[src/hw/rtl/frm_pkg.sv]
package frm_pkg;

   localparam int MaxFlows = 16;
   localparam int SlotBits = 4;
   localparam int KeyBits = 32;
   localparam int WordBits = 32;
   localparam int AmountBits = 24;
   localparam int PeriodBits = 16;
   localparam logic [9:0] RateScale = 10'd1000;
   localparam logic [PeriodBits-1:0] PeriodReset = 16'd1000;
   localparam int QueueDepth = 2;

   typedef enum logic [2:0] {
      KIND_TRACK = 3'd0,
      KIND_UNTRACK = 3'd1,
      KIND_UPDATE = 3'd2,
      KIND_TICK = 3'd3,
      KIND_QUERY = 3'd4
   } kind_type;

   typedef enum logic [1:0] {
      STATUS_OK = 2'd0,
      STATUS_TRACKED = 2'd1,
      STATUS_FULL = 2'd2,
      STATUS_NOT_FOUND = 2'd3
   } status_type;

   typedef struct packed {
      logic [2:0] kind;
      logic [KeyBits-1:0] flow_key;
      logic direction;
      logic [AmountBits-1:0] amount;
   } item_type;

   typedef struct packed {
      logic [1:0] status;
      logic [WordBits-1:0] flow_rate;
      logic [WordBits-1:0] total_rate;
   } result_type;

   typedef enum logic [2:0] {
      ST_IDLE,
      ST_LOOKUP,
      ST_EXEC,
      ST_DIVIDE,
      ST_STORE,
      ST_EMIT
   } state_type;

endpackage

[src/hw/rtl/frm_queue.sv]
module frm_queue (
   input logic clock,
   input logic reset,
   input logic push,
   input frm_pkg::item_type push_data,
   output logic full,
   input logic pop,
   output logic empty,
   output frm_pkg::item_type pop_data
);

   frm_pkg::item_type slot_ff [frm_pkg::QueueDepth];
   logic wr_ptr_ff, wr_ptr_in;
   logic rd_ptr_ff, rd_ptr_in;
   logic [1:0] count_ff, count_in;
   logic do_push, do_pop;

   assign full = (count_ff == 2'd2);
   assign empty = (count_ff == 2'd0);
   assign do_push = push && !full;
   assign do_pop = pop && !empty;
   assign pop_data = slot_ff[rd_ptr_ff];

   always_comb begin
      wr_ptr_in = wr_ptr_ff ^ do_push;
      rd_ptr_in = rd_ptr_ff ^ do_pop;
      count_in = count_ff + {1'b0, do_push} - {1'b0, do_pop};
   end

   always_ff @(posedge clock) begin
      if (reset) begin
         wr_ptr_ff <= 1'b0;
         rd_ptr_ff <= 1'b0;
         count_ff <= 2'd0;
      end else begin
         wr_ptr_ff <= wr_ptr_in;
         rd_ptr_ff <= rd_ptr_in;
         count_ff <= count_in;
      end
      if (do_push) begin
         slot_ff[wr_ptr_ff] <= push_data;
      end
   end

endmodule

[config.mk]
export PLATFORM = sky130hd
export DESIGN_NAME = frm_queue
export DESIGN_NICKNAME = d
export VERILOG_FILES = /design/src/hw/rtl/frm_pkg.sv /design/src/hw/rtl/frm_queue.sv
export SDC_FILE = /design/constraint.sdc
export NUM_CORES = 1
export LEC_CHECK = 0
export BUFFER_PORTS_ARGS = -buffer_cell sky130_fd_sc_hd__buf_2
export CORE_MARGIN = 4
export CORE_UTILIZATION = 56
export DETAILED_ROUTE_END_ITERATION = 8
export GPL_TIMING_DRIVEN = 0
export PLACE_DENSITY = 0.85
export SETUP_SLACK_MARGIN = 0.5
export SYNTH_ARGS = -nofsm -noshare
export SYNTH_HDL_FRONTEND = slang
export SYNTH_SLANG_ARGS = --single-unit
[constraint.sdc]
create_clock -name clock -period 6.3 [get_ports clock]
set_input_delay 1.26 -clock clock [delete_from_list [all_inputs] [get_ports clock]]
set_output_delay 1.26 -clock clock [all_outputs]
set_load 0.01 [all_outputs]
==> out/qor.txt <==
mux contribution to synthesized area -> 0.150
setup slack at placement -> 3.57 ns
clk buf depth -> 2
Post-DRT Antenna Nets -> 0
Hold Crit Class -> reg -> reg
worst skew pair latency -> 0.50 ns
DR pass1 iterations -> 4
slowest stage delay, CP -> 0.35 ns
Final Cycle Share -> 0.459
VDD IR max -> 250 uV
Critical Path RT -> 5.04 ns
nature of the critical path startpoint -> register
critical path's top delay family -> buffers and inverters
Worst Max-Slew Pin Slew -> 0.820 ns
via count -> 2376
drt wl/cell -> 17.3 um
vias per std cell -> 5.08
hpwl dp -> 5230 um
Seq cells post-synth -> 124
setup repair bufs after CTS -> 0
critical path, cell by cell -> buf_6 > buf_6 > mux2_2 > buf_2
Initial Util -> 0.584
H-tree lvl count -> 4
global-route wire length before repair -> 13000 um
initial antenna violation count -> 0
hold_buf cts -> 0
Primary FF master, synth -> edfxtp_1
register clock-pin slew on the reported worst setup and hold paths -> 0.06 ns
final net count -> 422
ANT cells -> 0
routed wire length -> 8100 um
clock net sink count -> 124
Setup WS post-layout -> 3.41 ns
post-synth top area share -> 0.786
Post-CTS Resized -> 0
Peak Freq -> 346 MHz
GRT Util Overall -> 0.179
Post-synth EDFFs -> 120
die span in y -> 98.5 um
Hold Path Depth -> 3
core footprint -> 7850 sq um
Syn Area/Cell -> 21.8 sq um
Reg2Reg Depth -> 3
leakage power figure -> 2.28 nW
worst-path fanout max -> 10
synthesized area -> 4580 sq um
count leader, synth -> edfxtp_1
global route overflow -> 0
die area -> 9700 sq um
top post-synthesis cells by count -> edfxtp_1 (120), mux2_2 (56), buf_6 (7)
Crit Path Category -> reg -> out
Fin. Hold Viols -> 0
setup_tns -> 0 ns
DRT iter0 DRCs -> 65
cell row count -> 32
RSZ-0062 raised after global routing -> false
share of layout cells above drive strength 1 -> 0.601
CTS tree -> yes
post-synthesis xor/xnor area fraction -> 0.00491
Slowest cell on crit path -> mux2_2
Post-Synth Simple-Gate Area -> 0.00955
largest family of logic cells by synthesized area -> multiplexers
Worst setup EP type -> output port
drt drc -> 0
largest net degree at the start of global routing -> 61
Die W -> 98.5 um
Area contributors post-synth -> edfxtp_1 (79%), mux2_2 (14%), dfxtp_1 (1.7%), buf_6 (1.7%), mux2_1 (1.2%)
Final min period -> 2.89 ns
leading area contributor after synthesis -> edfxtp_1
GP Congestion -> 0.739
vias in the first global route -> 2643
Syn. warnings -> 0
PwrDens -> 434 nW/um^2
clk root buf -> clkbuf_8
WHS -> 0.647 ns
status -> completed
Area Overhead vs Synth -> 30.2%
Buf/Inv on CP -> 3
Clock Skew -> 0.00708 ns
Slew headroom -> 0.453
Fillers -> 472
Slew Limit Fails -> 0
Post-Syn Nets -> 278
crit-path most repeated cell -> buf_6
max-cap violation count -> 0
Synth Area in Adders -> 0.0109
TritonCTS Buffers -> 17
Syn Inst Count -> 210
Final Setup Violations -> 0
post-synthesis cell type count -> 14
Async SR Flop Fraction -> 0
Crit. path cell count -> 4
Worst EP arrival -> 1.63 ns
register area share after synthesis -> 0.803
Buffers on Ports -> 125
complex-gate fraction of the synthesized area -> 0.00164
Boundary Pins -> 126
sequential cells by signal (all words and copies together), names as in the netlist:
name / flops
wr_ptr_ff: 1
slot_ff: 120
rd_ptr_ff: 1
count_ff: 2
power by group:
part | switching (mW) | leakage [nW] | internal, mW | total (mW)
combinational | 0.275 | 0.843 | 0.260 | 0.534
sequential | 0.0312 | 1.15 | 1.05 | 1.08
clock | 0.339 | 0.284 | 0.640 | 0.979
final timing paths:
| check | startpoint | endpoint | slack (ns) |
|---|---|---|---|
| hold reg to reg | wr_ptr_ff | wr_ptr_ff | 0.65 |
| hold / removal | wr_ptr_ff | wr_ptr_ff | 0.65 |
| setup reg to reg | count_ff[0] | slot_ff[0][58] | 4.38 |
| setup / recovery | rd_ptr_ff | pop_data[36] | 3.41 |
metrics by stage:
stage | cells | utilization | total power, mW | area, sq um
detailed placement | 437 | 0.683 | 1.64 | 5360
global route | 468 | 0.761 | 2.71 | 5970
global placement | 437 | 0.680 | 1.62 | 5340
finish | 468 | 0.761 | 2.59 | 5970
CTS | 468 | 0.761 | 2.62 | 5970
floorplan | 210 | - | 1.43 | 4580
final cells by class:
class                      count  area (sq um)  share of cell area
clock buffer                  17           414              0.0694
timing repair buffer         125           626               0.105
tap                          102           128              0.0214
sequential                   124          3680               0.617
multi-input combinational     76           836               0.140
inverter                       3          11.3             0.00189
buffer                         7          78.8              0.0132
clock inverter                14           194              0.0325
cells in the final DEF (no fill, tap or decap), drive strengths merged:
cell / Yosys / layout
and2: 1 / 1
buf: 7 / 132
bufinv: 0 / 4
clkbuf: 0 / 17
clkinv: 0 / 4
clkinvlp: 0 / 4
dfxtp: 4 / 4
edfxtp: 120 / 120
ha: 4 / 4
inv: 3 / 5
mux2: 61 / 61
nand2: 1 / 1
nand2b: 1 / 1
nor2: 4 / 4
nor2b: 2 / 2
o21a: 1 / 1
xnor3: 1 / 1
logic make-up after synthesis:
logic type	Yosys count
AND/OR/NAND/NOR	9
buffers and inverters	10
multiplexers	61
adder cells (fa/ha/maj)	4
flip-flops	124
XOR/XNOR	1
AO/OA/AOI/OAI	1
per-layer routing:
metal / part of all wire / global-route usage / wire length [um]
met5: 0 / 0 / 0
met2: 0.54 / 0.318 / 4380
met3: 0.080 / 0.0630 / 652
met1: 0.36 / 0.189 / 2940
met4: 0.016 / 0.0872 / 133
worst reg2reg max path, stage by stage (launching register included):
cell	delay, ns
dfxtp_1	0.37
nand2b_1	0.17
and2_1	0.25
ha_4	0.72
No activity file was read; power rests on OpenSTA's default activity.
